**config.mk**
```make
export PLATFORM = sky130hd
export DESIGN_NAME = row_ascending_sorter
export DESIGN_NICKNAME = d
export VERILOG_FILES = /design/src/hw/rtl/rsort_pkg.sv /design/src/hw/rtl/row_ascending_sorter.sv /design/src/hw/rtl/rsort_ram.sv
export SDC_FILE = /design/constraint.sdc
export NUM_CORES = 1
export LEC_CHECK = 0
export BUFFER_PORTS_ARGS = -buffer_cell sky130_fd_sc_hd__buf_2
export CAP_MARGIN = 20
export CORE_MARGIN = 2
export CORE_UTILIZATION = 50
export CTS_BUF_LIST = sky130_fd_sc_hd__clkbuf_16
export DETAILED_ROUTE_END_ITERATION = 16
export PLACE_DENSITY = 0.76
export SLEW_MARGIN = 25
export SYNTH_ARGS = -nofsm -noshare
export SYNTH_HDL_FRONTEND = slang
export SYNTH_SLANG_ARGS = --single-unit
```
**constraint.sdc**
```tcl
create_clock -name i_clk -period 5.2 [get_ports i_clk]
set_input_delay 0.78 -clock i_clk [delete_from_list [all_inputs] [get_ports i_clk]]
set_output_delay 0.78 -clock i_clk [all_outputs]
set_load 0.02 [all_outputs]
```
**src/hw/rtl/rsort_pkg.sv**
```systemverilog
// ----------------------------------------------------------------------------
// rsort_pkg
// shared constants for the row ascending sorter
// ----------------------------------------------------------------------------
package rsort_pkg;

    // words in one row
    localparam int ROW_LENGTH = 8;
    // index width into the row store
    localparam int IDX_W      = $clog2(ROW_LENGTH);
    // element width
    localparam int DATA_W     = 32;

    typedef logic [IDX_W-1:0]         t_idx;
    typedef logic signed [DATA_W-1:0] t_elem;

    localparam t_idx LAST_IDX = t_idx'(ROW_LENGTH - 1);

endpackage

```
**src/hw/rtl/row_ascending_sorter.sv**
```systemverilog
// ----------------------------------------------------------------------------
// row_ascending_sorter
// collects one row of signed words, sorts it ascending by exchanges within the row
// store and sends the row out smallest first, last word flagged
// ----------------------------------------------------------------------------
//  channel | handshake                | payload
//  --------+--------------------------+-----------------------------------
//  in      | i_in_valid / o_in_stall  | i_element_value (s32)
//  out     | o_out_valid / i_out_stall| o_sorted_value (s32), o_row_last
//
//  a row of N words is loaded first; then each pass i fetches entry i,
//  compares the held word with entries i+1 to N-1 and emits the smallest;
//  the single read port of the row store, one compare per cycle, sets the
//  pace of the sort
//  reset clears the sequencer and the output valid flag; the store needs no
//  clearing since each entry is written before it is read
//  a stalled output holds the sequencer in its emit cycle; input is stalled
//  from the last word of a row until the last sorted word is loaded
// ----------------------------------------------------------------------------
module row_ascending_sorter
    import rsort_pkg::*;
(
    input  logic        i_clk,
    input  logic        i_rst_n,
    input  logic        i_in_valid,
    output logic        o_in_stall,
    input  logic [31:0] i_element_value,
    output logic        o_out_valid,
    input  logic        i_out_stall,
    output logic [31:0] o_sorted_value,
    output logic        o_row_last
);

    localparam logic [1:0] ST_LOAD  = 2'd0;
    localparam logic [1:0] ST_FIRST = 2'd1;
    localparam logic [1:0] ST_CMP   = 2'd2;
    localparam logic [1:0] ST_EMIT  = 2'd3;

    logic [1:0]  r_state, n_state;
    t_idx        r_fill, n_fill;
    t_idx        r_i, n_i;
    t_idx        r_k, n_k;
    t_elem       r_ri, n_ri;
    logic        r_out_valid, n_out_valid;
    logic [31:0] r_sorted_value, n_sorted_value;
    logic        r_row_last, n_row_last;

    logic        w_wr_en;
    t_idx        w_wr_addr;
    logic [31:0] w_wr_data;
    t_idx        w_rd_addr;
    logic [31:0] w_rd_data;
    logic        w_in_acc;
    logic        w_out_free;

    assign w_in_acc   = i_in_valid && (r_state == ST_LOAD);
    assign w_out_free = !r_out_valid || !i_out_stall;

    // row store
    rsort_ram #(
        .WIDTH (DATA_W),
        .DEPTH (ROW_LENGTH)
    ) u_store (
        .i_clk     (i_clk),
        .i_wr_en   (w_wr_en),
        .i_wr_addr (w_wr_addr),
        .i_wr_data (w_wr_data),
        .i_rd_addr (w_rd_addr),
        .o_rd_data (w_rd_data)
    );

    // sort sequencer: load, fetch pivot, compare-exchange, emit minimum
    always_comb begin
        n_state        = r_state;
        n_fill         = r_fill;
        n_i            = r_i;
        n_k            = r_k;
        n_ri           = r_ri;
        n_out_valid    = r_out_valid && i_out_stall;
        n_sorted_value = r_sorted_value;
        n_row_last     = r_row_last;
        w_wr_en        = 1'b0;
        w_wr_addr      = r_fill;
        w_wr_data      = i_element_value;
        w_rd_addr      = '0;
        case (r_state)
            ST_LOAD: begin
                if (w_in_acc) begin
                    w_wr_en = 1'b1;
                    if (r_fill == LAST_IDX) begin
                        n_fill    = '0;
                        n_i       = '0;
                        w_rd_addr = '0;
                        n_state   = ST_FIRST;
                    end else begin
                        n_fill = r_fill + t_idx'(1);
                    end
                end
            end
            ST_FIRST: begin
                n_ri = $signed(w_rd_data);
                if (r_i == LAST_IDX) begin
                    n_state = ST_EMIT;
                end else begin
                    n_k       = r_i + t_idx'(1);
                    w_rd_addr = r_i + t_idx'(1);
                    n_state   = ST_CMP;
                end
            end
            ST_CMP: begin
                // exchange when the held word is greater than entry k
                if (r_ri > $signed(w_rd_data)) begin
                    w_wr_en   = 1'b1;
                    w_wr_addr = r_k;
                    w_wr_data = r_ri;
                    n_ri      = $signed(w_rd_data);
                end
                if (r_k == LAST_IDX) begin
                    n_state = ST_EMIT;
                end else begin
                    n_k       = r_k + t_idx'(1);
                    w_rd_addr = r_k + t_idx'(1);
                end
            end
            ST_EMIT: begin
                if (w_out_free) begin
                    n_out_valid    = 1'b1;
                    n_sorted_value = r_ri;
                    n_row_last     = (r_i == LAST_IDX);
                    if (r_i == LAST_IDX) begin
                        n_state = ST_LOAD;
                    end else begin
                        n_i       = r_i + t_idx'(1);
                        w_rd_addr = r_i + t_idx'(1);
                        n_state   = ST_FIRST;
                    end
                end
            end
            default: begin
                n_state = ST_LOAD;
            end
        endcase
    end

    // control registers
    always_ff @(posedge i_clk) begin
        if (!i_rst_n) begin
            r_state     <= ST_LOAD;
            r_fill      <= '0;
            r_i         <= '0;
            r_k         <= '0;
            r_out_valid <= 1'b0;
        end else begin
            r_state     <= n_state;
            r_fill      <= n_fill;
            r_i         <= n_i;
            r_k         <= n_k;
            r_out_valid <= n_out_valid;
        end
    end

    // payload registers
    always_ff @(posedge i_clk) begin
        r_ri           <= n_ri;
        r_sorted_value <= n_sorted_value;
        r_row_last     <= n_row_last;
    end

    assign o_in_stall     = (r_state != ST_LOAD);
    assign o_out_valid    = r_out_valid;
    assign o_sorted_value = r_sorted_value;
    assign o_row_last     = r_row_last;

endmodule

```
**src/hw/rtl/rsort_ram.sv**
```systemverilog
// ----------------------------------------------------------------------------
// rsort_ram
// generic single write, single read ram with registered read data
// ----------------------------------------------------------------------------
module rsort_ram #(
    parameter int WIDTH = 32,
    parameter int DEPTH = 8
) (
    input  logic                     i_clk,
    input  logic                     i_wr_en,
    input  logic [$clog2(DEPTH)-1:0] i_wr_addr,
    input  logic [WIDTH-1:0]         i_wr_data,
    input  logic [$clog2(DEPTH)-1:0] i_rd_addr,
    output logic [WIDTH-1:0]         o_rd_data
);

    logic [WIDTH-1:0] r_mem [DEPTH];
    logic [WIDTH-1:0] r_rd_data;

    // write port and registered read port
    always_ff @(posedge i_clk) begin
        if (i_wr_en) begin
            r_mem[i_wr_addr] <= i_wr_data;
        end
        r_rd_data <= r_mem[i_rd_addr];
    end

    assign o_rd_data = r_rd_data;

endmodule

```
## After elaboration in Yosys (flattened, before gate mapping)

Memories as Yosys holds them, arrays and structs flattened. A register that Yosys moved wholly into a read port is not among the register bits.
Index checks and enable logic that the tools add are counted.

| storage, ports and cells | value |
|---|---|
| memories | 1 |
| logic and storage cells | 74 |
| register bits | 77 |
| memory bits (writable) | 256 |
| output and inout port bits | 35 |
| input bits | 36 |

Memory list:

| name | words | bits a word | read ports | clocked after memory_dff | wr ports | line | source |
|---|---|---|---|---|---|---|---|
| u_store.r_mem | 8 | 32 | 1 | 1 | 1 | rsort_ram.sv:17 | `logic [WIDTH-1:0] r_mem [DEPTH];` |

| cells by class | value |
|---|---|
| reductions and logical operators | 15 |
| $add $sub $neg | 3 |
| eq/ne operators | 14 |
| multiplexer cells | 32 |
| $lt $le $gt $ge | 1 |

Operators with widths:

| cell | count |
|---|---|
| $mux 32 | 3 |
| $pmux 32 s2 | 1 |
| $mux 3 | 11 |
| $gt 32x32->1 | 1 |
| $ne 2x2->1 const B | 7 |
| $pmux 3 s2 | 2 |
| $pmux 3 s4 | 1 |
| $add 3x1->3 const B | 3 |
| $eq 3x3->1 const B | 3 |
| $mux 1 | 8 |
| $mux 2 | 4 |
| $pmux 2 s4 | 1 |
| $reduce_and 2->1 | 3 |
| $reduce_bool 2->1 | 3 |
| $reduce_and 5->1 | 1 |
| $eq 2x2->1 const B | 2 |
| $reduce_and 4->1 | 1 |
| $reduce_and 3->1 | 1 |
| $eq 2x1->1 const B | 1 |
| $logic_and 1x1->1 | 2 |
| $logic_not 1->1 | 2 |
| $logic_not 2->1 | 1 |
| $ne 2x1->1 const B | 1 |
| $pmux 1 s2 | 1 |
| $logic_or 1x1->1 | 1 |

## Longest topological paths before layout

Gate-level depths: netlist (run 1).

| logic depth | value |
|---|---|
| depth after elaboration | 6 |
| mapped depth | 11 |
| mapped depth without buffers | 9 |

## Hierarchy

A second synthesis (run 1) with hierarchy kept.

| unflattened totals | value |
|---|---|
| cell total of the unflattened synthesis | 993 |
| area total of the unflattened synthesis | 16320.7 um^2 |

Modules (own cells, without submodules):

| module | sequential area each (um^2) | cells an instance | area an instance (um^2) | instances |
|---|---|---|---|---|
| rsort_ram | 8328.0 | 415 | 10466.3 | 1 |
| row_ascending_sorter | 2192.1 | 578 | 5854.4 | 1 |

## Least setup slack after synthesis (run 1)

Ideal clock, no wire load.

| timing | value |
|---|---|
| kind | reg2reg |
| start point | register r_ri[31] |
| end point | memory u_store.r_mem[2][0], enable pin |
| library setup time | 472 ps |
| slack | 389 ps |
| data required time | 4728 ps |
| buffers on the path | 0 |
| arrival time | 4339 ps |
| cell stages (with the launch flop) | 9 |
| period minus slack after synthesis | 4811 ps |
| path through | edfxtp_1 -> ha_1 -> a21oi_1 -> o21ai_0 -> a211oi_1 -> a31oi_2 -> nor2_1 -> a21oi_2 -> o32ai_1 |

| on the way | value |
|---|---|
| longest elaborated chain between the ends | 5 |
| elaborated cells on any way between the ends | 7 |
| those cells by class | order compare: 1; mux: 6 |

Ends and longest elaborated chain:

| what | line | source |
|---|---|---|
| start: declaration | row_ascending_sorter.sv:43 | `t_elem r_ri, n_ri;` |
| start signal: assignment | row_ascending_sorter.sv:164 | `r_ri <= n_ri;` |
| $gt 32x32->1 * | row_ascending_sorter.sv:112 | `if (r_ri > $signed(w_rd_data)) begin` |
| $mux 1 | row_ascending_sorter.sv:112 |  |
| $pmux 1 s2 | row_ascending_sorter.sv:86 | `case (r_state)` |
| $mux 1 | rsort_ram.sv:22 | `if (i_wr_en) begin` |
| $mux 1 (implied by the code) | rsort_ram.sv:23 | `r_mem[i_wr_addr] <= i_wr_data;` |
| end: declaration | rsort_ram.sv:17 |  |

Every way passes the cells marked *; elsewhere a longest branch is shown, timed or not.

## Final worst setup path (run 1)

| timing | value |
|---|---|
| start point | register r_ri[31] |
| end point | memory u_store.r_mem[6][27] (data pin) |

| on the way | value |
|---|---|
| longest elaborated chain between the ends | 3 |

Ends and longest elaborated chain:

| what | line | source |
|---|---|---|
| $gt 32x32->1 | row_ascending_sorter.sv:112 |  |
| $mux 32 | row_ascending_sorter.sv:112 |  |
| $mux 32 | row_ascending_sorter.sv:86 |  |
| named net u_store.i_wr_data[27] | rsort_ram.sv:12 | `input logic [WIDTH-1:0] i_wr_data,` |

The timed path passes the listed nets, and every way through them passes these cells.

==> results of run 1 <==
[flip-flops by register name, indices dropped and copies added (netlist names)]
name and cells:
o_out_valid 1, o_row_last 1, o_sorted_value 32, r_fill 3, r_i 3, r_k 3
r_ri 32, r_state 2, u_store.o_rd_data 32, u_store.r_mem 256
[critical path, stage by stage (launching register included)]
cell	delay, ps
sky130_fd_sc_hd__edfxtp_1	430
sky130_fd_sc_hd__ha_1	610
sky130_fd_sc_hd__nand4_1	180
sky130_fd_sc_hd__nor4_1	730
sky130_fd_sc_hd__nor2_1	210
sky130_fd_sc_hd__a31o_2	280
sky130_fd_sc_hd__buf_4	300
sky130_fd_sc_hd__a31oi_4	660
sky130_fd_sc_hd__nor2_1	110
sky130_fd_sc_hd__a221oi_1	810
[cell type report]
cell class	instances	area (µm²)
Fill cell	2358	12900
Sequential cell	365	10500
Multi-Input combinational cell	628	4750
Clock buffer	37	926
Timing Repair Buffer	100	604
Tap cell	396	495
Clock inverter	29	224
Inverter	57	214
[kinds of logic (layout without fill, tap and decap cells)]
| family | after synthesis | in the layout | share of synthesized area |
|---|---|---|---|
| DFF | 365 | 365 | 0.673 |
| and+or+nand+nor | 256 | 256 | 0.0717 |
| AOI/OAI and AO/OA | 212 | 212 | 0.0823 |
| muxes | 118 | 118 | 0.108 |
| buffers and inverters | 114 | 223 | 0.0324 |
| adders and majority gates | 42 | 42 | 0.0336 |
[power by group]
group,leakage (µW),switching [µW],total [µW],internal [µW]
sequential,0.00330,30.4,3320,3290
combinational,0.00244,220,342,122
clock,0.000576,1080,2530,1450
[worst paths after layout]
kind                                             from  slack [ps]                    to
worst max-delay path                         r_ri[31]         520  u_store.r_mem[6][27]
worst min-delay path            u_store.o_rd_data[19]         430              r_ri[19]
worst max register to register               r_ri[31]         520  u_store.r_mem[6][27]
worst min register to register  u_store.o_rd_data[19]         430              r_ri[19]
[through the flow]
step,total power (µW),hold WS [ps]
5_1_grt,6380,440
6_report,6190,432
4_1_cts,6220,424
3_5_place_dp,3720,413
2_1_floorplan,3590,408
3_3_place_gp,3710,413
[layer usage]
| layer | track usage | part of all wire | routed length, µm | up-vias |
|---|---|---|---|---|
| li1 | - | - | - | 4345 |
| met1 | 0.298 | 0.42 | 15000 | 4748 |
| met2 | 0.364 | 0.48 | 17400 | 375 |
| met3 | 0.0363 | 0.070 | 2520 | 77 |
| met4 | 0.0813 | 0.031 | 1110 | 0 |
| met5 | 0 | 0 | 0 | - |
[synthesized netlist by cell type (8+ instances only)]
| cell | n | area (µm²) |
|---|---|---|
| sky130_fd_sc_hd__edfxtp_1 | 321 | 9640 |
| sky130_fd_sc_hd__nor2_1 | 101 | 379 |
| sky130_fd_sc_hd__nand2_1 | 94 | 353 |
| sky130_fd_sc_hd__o21ai_0 | 81 | 405 |
| sky130_fd_sc_hd__mux2_2 | 63 | 709 |
| sky130_fd_sc_hd__inv_1 | 55 | 206 |
| sky130_fd_sc_hd__o22ai_1 | 46 | 288 |
| sky130_fd_sc_hd__dfxtp_1 | 44 | 881 |
| sky130_fd_sc_hd__ha_1 | 42 | 526 |
| sky130_fd_sc_hd__a21oi_1 | 39 | 195 |
| sky130_fd_sc_hd__mux4_2 | 32 | 721 |
| sky130_fd_sc_hd__clkbuf_1 | 30 | 113 |
| sky130_fd_sc_hd__a221oi_1 | 17 | 149 |
| sky130_fd_sc_hd__mux2_1 | 17 | 191 |
| sky130_fd_sc_hd__nand2b_1 | 17 | 106 |
| sky130_fd_sc_hd__buf_2 | 12 | 60.1 |
| sky130_fd_sc_hd__nand3_1 | 9 | 45.0 |
| sky130_fd_sc_hd__buf_6 | 8 | 90.1 |
==> flow_summary.rst, run 1 <==
.. list-table::
   :header-rows: 1

   * - Metric
     - Value
   * - Final HPWL DP
     - about 22 mm
   * - Number of max-slew violations in the final report
     - 0
   * - Leak pwr
     - roughly 0.0063 µW
   * - Required @ worst endpoint
     - 5380 ps
   * - Async set-or-reset flop fraction in the synthesized netlist
     - 0
   * - H-tree lvl count
     - 2
   * - Data arrival at the endpoint of the critical path
     - 4860 ps
   * - Power density over the cells
     - around 350 nW/µm²
   * - Post-cts repair resize count
     - 0
   * - Peak VDD IR
     - 0.228 mV
   * - Flip-flop and latch count after synthesis
     - 365
   * - First-pass GRT wire length
     - 55.3 mm
   * - Hold crit path type
     - flop to flop
   * - Count of different cell masters after synthesis
     - 57
   * - I/O pin cnt
     - 71
   * - Mapped Area
     - 15600 µm²
   * - Horiz. Die Dim
     - 181 µm
   * - Standard-cell rows
     - 64
   * - Area added between synthesis and finish
     - 13.4%
   * - Number of hold buffers added after cts
     - 0
   * - Placed inst area
     - between 15000 and 20000 µm²
   * - Number of violations reported at the end of detailed-routing iteration 0
     - 1030
   * - Setup TNS Final
     - 0 ps
   * - Synthesized area per cell
     - 14.1 µm²
   * - Number of violations of the max-capacitance limit
     - 0
   * - Pre-CTS setup slack
     - 469 ps
   * - Run status
     - finished, final reports clean
   * - Fraction of final layout cells sized beyond drive strength 1
     - 0.225
   * - Clk_lat worst skew
     - 520 ps
   * - Overall routed net length
     - 36.1 mm
   * - Port-buffer cells
     - 70
   * - Pre-antenna DRT Iters
     - 5
   * - CP startpoint kind
     - flop
   * - Postcts setup bufs
     - 0
   * - Highest Clock Rate
     - 214 MHz
   * - Placed cells
     - 1540
   * - Setup repair after global routing missed its margin
     - false
   * - Sequential area share after synthesis
     - 0.673
   * - Gate Count Post-Synth
     - 1107
   * - Clk sinks
     - 365
   * - Routed length per instance
     - 22.4 µm
   * - Area of all placed cells without fillers
     - 17700 µm²
   * - Placeable core region
     - 30700 µm²
   * - Placer congestion estimate
     - 0.835
   * - Total die area
     - 32700 µm²
   * - Starting density of the core
     - 0.510
   * - CTS Root Cell
     - sky130_fd_sc_hd__clkbuf_16
   * - Time the final worst path needs with I/O delays and setup
     - 4680 ps
   * - Via count of the first global-routing pass
     - 9492
   * - Final instance count without filler cells
     - 1612
   * - Period utilization
     - 0.900
   * - Synthesized net count
     - 1185
   * - Antenna violation net count after detailed routing
     - 0
   * - Die height
     - about 180 µm
   * - PnR worst setup slack
     - 518 ps
   * - Clock-pin slew reported for the worst setup and hold paths after clock tree synthesis
     - 70 ps
   * - Most frequent standard cell in the layout excluding fill and tap cells
     - sky130_fd_sc_hd__edfxtp_1
   * - Setup-failing EPs final
     - 0
   * - Pin count of the biggest net entering global routing
     - 69
   * - Post-layout util
     - 0.578
   * - Total routing usage reported by global routing
     - 0.221
   * - Relative slew margins
     - 0.312
   * - Antenna diode count
     - 0
   * - Inserted Clock Buffers
     - 36
   * - Final Hold Violating Endpoints
     - 0
   * - R2R cell count
     - 9
   * - Grt total ovfl
     - 0
   * - Slew of the pin with the lowest slew margin
     - 1030 ps
   * - Final net count
     - ~1300
   * - Leading cell types in the layout, fill and taps excluded
     - sky130_fd_sc_hd__edfxtp_1 (321), sky130_fd_sc_hd__nor2_1 (99), sky130_fd_sc_hd__nand2_1 (94)
   * - Vias
     - 9545
   * - TritonCTS clock tree
     - built
   * - Maximum clock skew at final layout
     - 8.69 ps
   * - Number of enable flip-flop cells after synthesis
     - 321
   * - Worst Path Max Fanout
     - 37
   * - Drt via density
     - 5.92
   * - Synthesis warning total
     - 0
   * - Hold Path Depth
     - 0
   * - Primary FF master, synth
     - sky130_fd_sc_hd__edfxtp_1
   * - Endpoint class of the critical path
     - flop
   * - Kind of critical path
     - flop to flop
   * - Initial antenna violation count
     - 0
   * - Residual DRC count
     - 0
   * - Clock buffer depth
     - 3
Note: power is estimated with default switching activity, not from simulation.
==> run 2: changes to the inputs <==
- CORE_UTILIZATION: 50 -> 35
- PLACE_DENSITY: 0.76 -> 0.59
- REMOVE_ABC_BUFFERS: unset -> 1
==> flow_summary.rst, run 2 (same netlist as run 1, synthesis figures left out) <==
.. list-table::
   :header-rows: 1

   * - Metric
     - Value
   * - Number of max-slew violations in the final report
     - 0 (unchanged)
   * - Cell family with most CP delay
     - compound AO/OA/AOI/OAI gates
   * - Register-to-register path setup slack
     - 600 ps (+90 ps)
   * - Startpoint of the worst setup timing path
     - r_ri[15]
   * - Most flop-heavy register
     - u_store.r_mem
   * - Endpoint class of the critical path
     - flop
   * - PnR worst setup slack
     - 604 ps (+85.4 ps)
   * - Drt via density
     - 5.23 (-12%)
   * - Proportion of power drawn by the clock network
     - 0.432 (+0.024)
   * - Kind of critical path
     - flop to flop
   * - Initial antenna violation count
     - 1 (+1)
   * - Residual DRC count
     - 0 (unchanged)
   * - Starting density of the core
     - 0.355 (-0.156)
   * - Setup-failing EPs final
     - 0 (unchanged)
   * - Overall routed net length
     - 38.9 mm (+7.6%)
   * - Critical path's largest stage delay
     - 790 ps (-20 ps)
   * - Power Total
     - 6450 µW (+4.1%)
   * - Required @ worst endpoint
     - 5390 ps (about the same)
   * - Capture point of the worst path
     - u_store.r_mem[1][19]
   * - Pre-antenna DRT Iters
     - 5 (unchanged)
   * - Critical Path, Cell by Cell
     - ha_1 -> nand4_1 -> nor4_2 -> o21ai_1 -> a31o_2 -> buf_4 -> a31oi_4 -> nor2_1 -> a221oi_1
   * - Fraction of final layout cells sized beyond drive strength 1
     - 0.227 (+0.00299)
   * - Number of inserted filler cells in the final layout
     - 4097 (+74%)
   * - Port-buffer cells
     - 70 (unchanged)
   * - Post-cts repair resize count
     - 0 (unchanged)
   * - Slew of the pin with the lowest slew margin
     - 980 ps (-51.5 ps)
   * - Die height
     - 215 µm (+19%)
   * - Placer congestion estimate
     - 0.759 (-9.1%)
   * - Via count of the first global-routing pass
     - 9401 (-0.96%)
   * - Number of flip-flops under the largest register name
     - 256 (unchanged)
   * - Clk sinks
     - 365 (unchanged)
   * - Power density over the cells
     - 356 nW/µm² (+1.9%)
   * - Grt total ovfl
     - 0 (unchanged)
   * - Setup repair after global routing missed its margin
     - false
   * - Routed length per instance
     - 21.4 µm (-4.3%)
   * - Horiz. Die Dim
     - 215 µm (+19%)
   * - Vias
     - 9488 (-0.60%)
   * - Antenna violation net count after detailed routing
     - 0 (unchanged)
   * - Pre-CTS setup slack
     - 603 ps (+134 ps)
   * - Relative slew margins
     - 0.346 (+0.0344)
   * - Leading cell types in the layout, fill and taps excluded
     - sky130_fd_sc_hd__edfxtp_1 (321), sky130_fd_sc_hd__nor2_1 (99), sky130_fd_sc_hd__nand2_1 (94)
   * - Total routing usage reported by global routing
     - 0.168 (-0.0534)
   * - Buf/Inv on CP
     - 1 (unchanged)
   * - Number of violations of the max-capacitance limit
     - 0 (unchanged)
   * - Period utilization
     - 0.884 (-0.0164)
   * - Worst Path Max Fanout
     - 20 (-46%)
   * - Maximum clock skew at final layout
     - 20.7 ps (+12.0 ps)
   * - CTS Root Cell
     - sky130_fd_sc_hd__clkbuf_16
   * - Postcts setup bufs
     - 0 (unchanged)
   * - R2R cell count
     - 9 (unchanged)
   * - Clock buffer depth
     - 3 (unchanged)
   * - Psw
     - 1390 µW (+5.0%)
   * - Inserted Clock Buffers
     - 41 (+14%)
   * - Most frequent standard cell in the layout excluding fill and tap cells
     - sky130_fd_sc_hd__edfxtp_1
   * - Fraction of power spent switching nets
     - 0.216 (+0.00181)
   * - Sequential group share of total power
     - 0.515 (-0.022)
   * - Highest Clock Rate
     - 218 MHz (+1.9%)
   * - Cell depth of the worst setup path
     - 9 (unchanged)
   * - Area added between synthesis and finish
     - 15.8%
   * - Data arrival at the endpoint of the critical path
     - 4790 ps (-70 ps)
   * - Number of hold buffers added after cts
     - 0 (unchanged)
   * - Worst R2R Start
     - r_ri[15]
   * - Hold crit path type
     - flop to flop
   * - Peak VDD IR
     - 0.194 mV (-15%)
   * - H-tree lvl count
     - 2 (unchanged)
   * - Pin count of the biggest net entering global routing
     - 93 (+35%)
   * - Final Hold Violating Endpoints
     - 0 (unchanged)
   * - Final net count
     - 1268 (+0.16%)
   * - TritonCTS clock tree
     - built
   * - Crit path max-delay cell type
     - sky130_fd_sc_hd__a221oi_1
   * - Leak pwr
     - 0.00640 µW (+1.4%)
   * - CP startpoint kind
     - flop
   * - Clock-pin slew reported for the worst setup and hold paths after clock tree synthesis
     - 60 ps (about the same)
   * - Total die area
     - 46400 µm² (+42%)
   * - Standard-cell rows
     - 77 (+20%)
   * - Combinational cell fraction of total power
     - 0.053 (-0.002)
   * - I/O pin cnt
     - 71 (unchanged)
   * - Run status
     - finished, final reports clean
   * - Antenna diode count
     - 0 (unchanged)
   * - Number of violations reported at the end of detailed-routing iteration 0
     - 955 (-7.3%)
   * - R2r endpoint
     - u_store.r_mem[1][19]
   * - Clk_lat worst skew
     - 540 ps (+20 ps)
   * - First-pass GRT wire length
     - 58.5 mm (+5.8%)
   * - Final HPWL DP
     - 23.7 mm (+8.3%)
   * - Time the final worst path needs with I/O delays and setup
     - 4600 ps (-85.4 ps)
   * - Total internal power
     - 5050 µW (+3.8%)
   * - Placeable core region
     - 44100 µm² (+44%)
## run 2: cell count changes in the layout (fill, tap and decap cells not counted), moves of 2 or more
cell	change
sky130_fd_sc_hd__clkinv_1	-2
sky130_fd_sc_hd__clkinv_2	+5
sky130_fd_sc_hd__inv_1	+3
sky130_fd_sc_hd__clkbuf_16	+4
sky130_fd_sc_hd__buf_4	+2
sky130_fd_sc_hd__clkbuf_2	-5
## run 2: worst min path at each step
stage,slack (ps),start,depth (start not counted),to
4_1_cts,430,u_store.o_rd_data[29],0,r_ri[29]
5_1_grt,440,u_store.o_rd_data[29],0,r_ri[29]
3_3_place_gp,410,u_store.o_rd_data[27],0,r_ri[27]
2_1_floorplan,410,u_store.o_rd_data[10],0,r_ri[10]
6_report,430,u_store.o_rd_data[28],0,r_ri[28]
3_5_place_dp,420,u_store.o_rd_data[29],0,r_ri[29]
## run 2: per-stage QoR
step	hold WS, ps	TNS, ps	utilization	area [µm²]	instances
after global placement	415	0	0.381	16800	1739
final	427	0	0.411	18100	1814
after floorplan	408	-155010	-	15300	1050
after CTS	430	0	0.411	18100	1814
after detailed placement	417	0	0.381	16800	1739
after global routing	438	0	0.411	18100	1814
## run 2: power by group through the flow
stage	Sequential [µW]	Clock (µW)	Combinational [µW]
3_5_place_dp	3380	0	344
6_report	3320	2780	340
4_1_cts	3320	2830	345
5_1_grt	3330	2960	377
2_1_floorplan	3380	0	208
3_3_place_gp	3380	0	336
## run 2: cell type report
cell class                 count  area, µm²  share of cell area
clock buffer                  41       1030              0.0566
clock inverter                34        267              0.0147
inverter                      57        214              0.0118
multi-input combinational    628       4740               0.262
sequential                   365      10500               0.581
tap                          592        741              0.0409
timing repair buffer          97        603              0.0333
## run 2: layer usage
layer | up-vias | GRT usage | share of wire
li1 | 4347 | - | -
met1 | 4799 | 0.232 | 0.45
met2 | 272 | 0.273 | 0.47
met3 | 68 | 0.0276 | 0.055
met4 | 2 | 0.0494 | 0.025
met5 | - | 0 | 0.00028
## run 2: worst register-to-register path, cell delays in order, from the launching register on
cell and delay [ps]:
sky130_fd_sc_hd__edfxtp_1 500, sky130_fd_sc_hd__ha_1 370, sky130_fd_sc_hd__nand4_1 220, sky130_fd_sc_hd__nor4_2 620, sky130_fd_sc_hd__o21ai_1 280, sky130_fd_sc_hd__a31o_2 450, sky130_fd_sc_hd__buf_4 310, sky130_fd_sc_hd__a31oi_4 630
sky130_fd_sc_hd__nor2_1 90, sky130_fd_sc_hd__a221oi_1 790
==> run 3: changes to the inputs <==
- CORE_MARGIN: 2 -> 5
==> flow_summary.rst, run 3 (same netlist as run 1, synthesis figures left out) <==
.. list-table::
   :header-rows: 1

   * - Metric
     - Value
   * - Run status
     - finished, final reports clean
   * - Period utilization
     - 0.830 (-0.0542)
   * - Total length of routed met3 wires
     - 1.88 mm (-11%)
   * - Capture point of the worst path
     - u_store.r_mem[1][3]
   * - Overall routed net length
     - 37.5 mm (-3.6%)
   * - Leading cell types in the layout, fill and taps excluded
     - sky130_fd_sc_hd__edfxtp_1 (321), sky130_fd_sc_hd__nor2_1 (99), sky130_fd_sc_hd__nand2_1 (94)
   * - Leak pwr
     - 0.00633 µW (-1.1%)
   * - I/O pin cnt
     - 71 (unchanged)
   * - Crit path max-delay cell type
     - sky130_fd_sc_hd__mux2i_4
   * - Hold crit path type
     - flop to flop
   * - Final HPWL DP
     - 24.1 mm (+1.4%)
   * - Sequential group share of total power
     - 0.532 (+0.017)
   * - R2R cell count
     - 9 (unchanged)
   * - Required @ worst endpoint
     - 5430 ps (+40 ps)
   * - Register-to-register path setup slack
     - 890 ps (+280 ps)
   * - CP startpoint kind
     - flop
   * - Number of max-slew violations in the final report
     - 0 (unchanged)
   * - Startpoint of the worst setup timing path
     - r_ri[15]
   * - Worst R2R Start
     - r_ri[15]
   * - Setup-failing EPs final
     - 0 (unchanged)
   * - Setup repair after global routing missed its margin
     - false
   * - Residual DRC count
     - 0 (unchanged)
   * - Clk_lat worst skew
     - 530 ps (about the same)
   * - Number of violations reported at the end of detailed-routing iteration 0
     - 803 (-16%)
   * - Total internal power
     - 4930 µW (-2.5%)
   * - Initial antenna violation count
     - 0 (-1)
   * - Setup TNS Final
     - 0 ps (unchanged)
   * - H-tree lvl count
     - 2 (unchanged)
   * - Combinational cell fraction of total power
     - 0.054 (about the same)
   * - Placer congestion estimate
     - 0.804 (+5.9%)
   * - Kind of critical path
     - flop to flop
   * - Postcts setup bufs
     - 0 (unchanged)
   * - TritonCTS clock tree
     - built
   * - Clock buffer depth
     - 3 (unchanged)
   * - Fraction of final layout cells sized beyond drive strength 1
     - 0.216 (-0.0111)
   * - Most flop-heavy register
     - u_store.r_mem
   * - Standard-cell rows
     - 77 (unchanged)
   * - Vias
     - 9231 (-2.7%)
   * - Pre-antenna DRT Iters
     - 5 (unchanged)
   * - Power density over the cells
     - 347 nW/µm² (-2.5%)
   * - Horiz. Die Dim
     - 221 µm (+2.8%)
   * - Die height
     - 221 µm (+2.8%)
   * - Endpoint class of the critical path
     - flop
   * - Worst Path Max Fanout
     - 18 (-10%)
   * - Highest Clock Rate
     - 232 MHz (+6.5%)
   * - Critical path's largest stage delay
     - 800 ps (about the same)
   * - M1 WL
     - 16.9 mm (-2.7%)
   * - Peak VDD IR
     - 0.185 mV (-4.7%)
   * - Drt via density
     - 5.12 (-2.1%)
   * - Number of hold buffers added after cts
     - 0 (unchanged)
   * - R2r endpoint
     - u_store.r_mem[1][3]
   * - First-pass GRT wire length
     - 57.0 mm (-2.7%)
   * - Inserted Clock Buffers
     - 39 (-4.9%)
   * - Number of flip-flops under the largest register name
     - 256 (unchanged)
   * - Final net count
     - 1262 (-0.47%)
   * - Total routing usage reported by global routing
     - 0.149 (-0.0189)
   * - Area added between synthesis and finish
     - 15.1%
   * - Clock-pin slew reported for the worst setup and hold paths after clock tree synthesis
     - 60 ps (about the same)
   * - Via count of the first global-routing pass
     - 9041 (-3.8%)
   * - Routed length on met2
     - 18.0 mm (-2.2%)
   * - Starting density of the core
     - 0.354 (-0.000772)
   * - Pin count of the biggest net entering global routing
     - 70 (-25%)
   * - Antenna violation net count after detailed routing
     - 0 (unchanged)
   * - Number of violations of the max-capacitance limit
     - 0 (unchanged)
   * - Final instance count without filler cells
     - 1803 (-0.61%)
   * - Placed cells
     - 1734 (-0.29%)
   * - Top routing layer in use
     - met4
   * - Data arrival at the endpoint of the critical path
     - 4540 ps (-250 ps)
   * - Final Hold Violating Endpoints
     - 0 (unchanged)
   * - Most frequent standard cell in the layout excluding fill and tap cells
     - sky130_fd_sc_hd__edfxtp_1
   * - Total die area
     - 49000 µm² (+5.6%)
   * - CTS Root Cell
     - sky130_fd_sc_hd__clkbuf_16
   * - Antenna diode count
     - 0 (unchanged)
   * - Power Total
     - 6250 µW (-3.1%)
   * - Post-cts repair resize count
     - 0 (unchanged)
   * - Time the final worst path needs with I/O delays and setup
     - 4310 ps (-282 ps)
   * - Grt total ovfl
     - 0 (unchanged)
   * - Fraction of power spent switching nets
     - 0.211 (-0.00496)
   * - Number of inserted filler cells in the final layout
     - 4041 (-1.4%)
   * - Psw
     - 1320 µW (-5.3%)
   * - Relative slew margins
     - 0.294 (-0.0522)
   * - Clk sinks
     - 365 (unchanged)
   * - Placeable core region
     - 44200 µm² (+0.22%)
   * - Proportion of power drawn by the clock network
     - 0.414 (-0.018)
   * - Maximum clock skew at final layout
     - 20.8 ps (+0.0662 ps)
   * - Port-buffer cells
     - 70 (unchanged)
   * - Critical Path, Cell by Cell
     - ha_1 -> nand4_1 -> nor4_2 -> o21ai_1 -> a31oi_2 -> nor2_1 -> a21oi_2 -> mux2i_4 -> buf_12
   * - Slew of the pin with the lowest slew margin
     - 1060 ps (+78.3 ps)
   * - Routed length per instance
     - 20.8 µm (-3.0%)
[run 3: how the worst min path moves through the flow]
stage / startpoint / endpoint / slack (ps) / cells past startpoint
5_1_grt: u_store.o_rd_data[13] / r_ri[13] / 440 / 0
2_1_floorplan: u_store.o_rd_data[10] / r_ri[10] / 410 / 0
3_5_place_dp: u_store.o_rd_data[5] / r_ri[5] / 410 / 0
6_report: u_store.o_rd_data[26] / r_ri[26] / 420 / 0
3_3_place_gp: u_store.o_rd_data[18] / r_ri[18] / 410 / 0
4_1_cts: u_store.o_rd_data[26] / r_ri[26] / 430 / 0
[run 3: layout make-up]
type	count	area, µm²	share of cell area
clock buffer	41	1030	0.0570
clock inverter	27	159	0.00882
inverter	57	214	0.0119
multi-input combinational	628	4750	0.264
sequential	365	10500	0.584
tap	592	741	0.0411
timing repair buffer	93	596	0.0331
[run 3: power by group through the flow]
stage	Sequential [µW]	Combinational [µW]	Clock, µW
2_1_floorplan	3380	208	0
3_3_place_gp	3380	331	0
3_5_place_dp	3390	336	0
4_1_cts	3320	338	2650
5_1_grt	3330	371	2770
6_report	3320	335	2590
[run 3: metal layers]
layer | GRT usage | vias to the layer above
met5 | 0 | -
met4 | 0.0372 | 0
met3 | 0.0248 | 48
met2 | 0.245 | 215
met1 | 0.208 | 4638
li1 | - | 4330
[run 3: metrics by stage]
| step | hold WS (ps) | worst slack (ps) | cell area (µm²) | util |
|---|---|---|---|---|
| finish | 420 | 885 | 18000 | 0.407 |
| global placement | 411 | 810 | 16800 | 0.380 |
| CTS | 425 | 767 | 18000 | 0.407 |
| floorplan | 408 | -2470 | 15300 | - |
| detailed placement | 414 | 801 | 16800 | 0.380 |
| global route | 439 | 684 | 18000 | 0.407 |
[run 3: critical path, delay by kind of cell, from the launching register on]
family                   cells  cell delay, ps
buffers and inverters        1             270
AO/OA/AOI/OAI                3            1130
adder cells (fa/ha/maj)      1             390
flip-flops                   1             450
multiplexers                 1             800
AND/OR/NAND/NOR              3             950
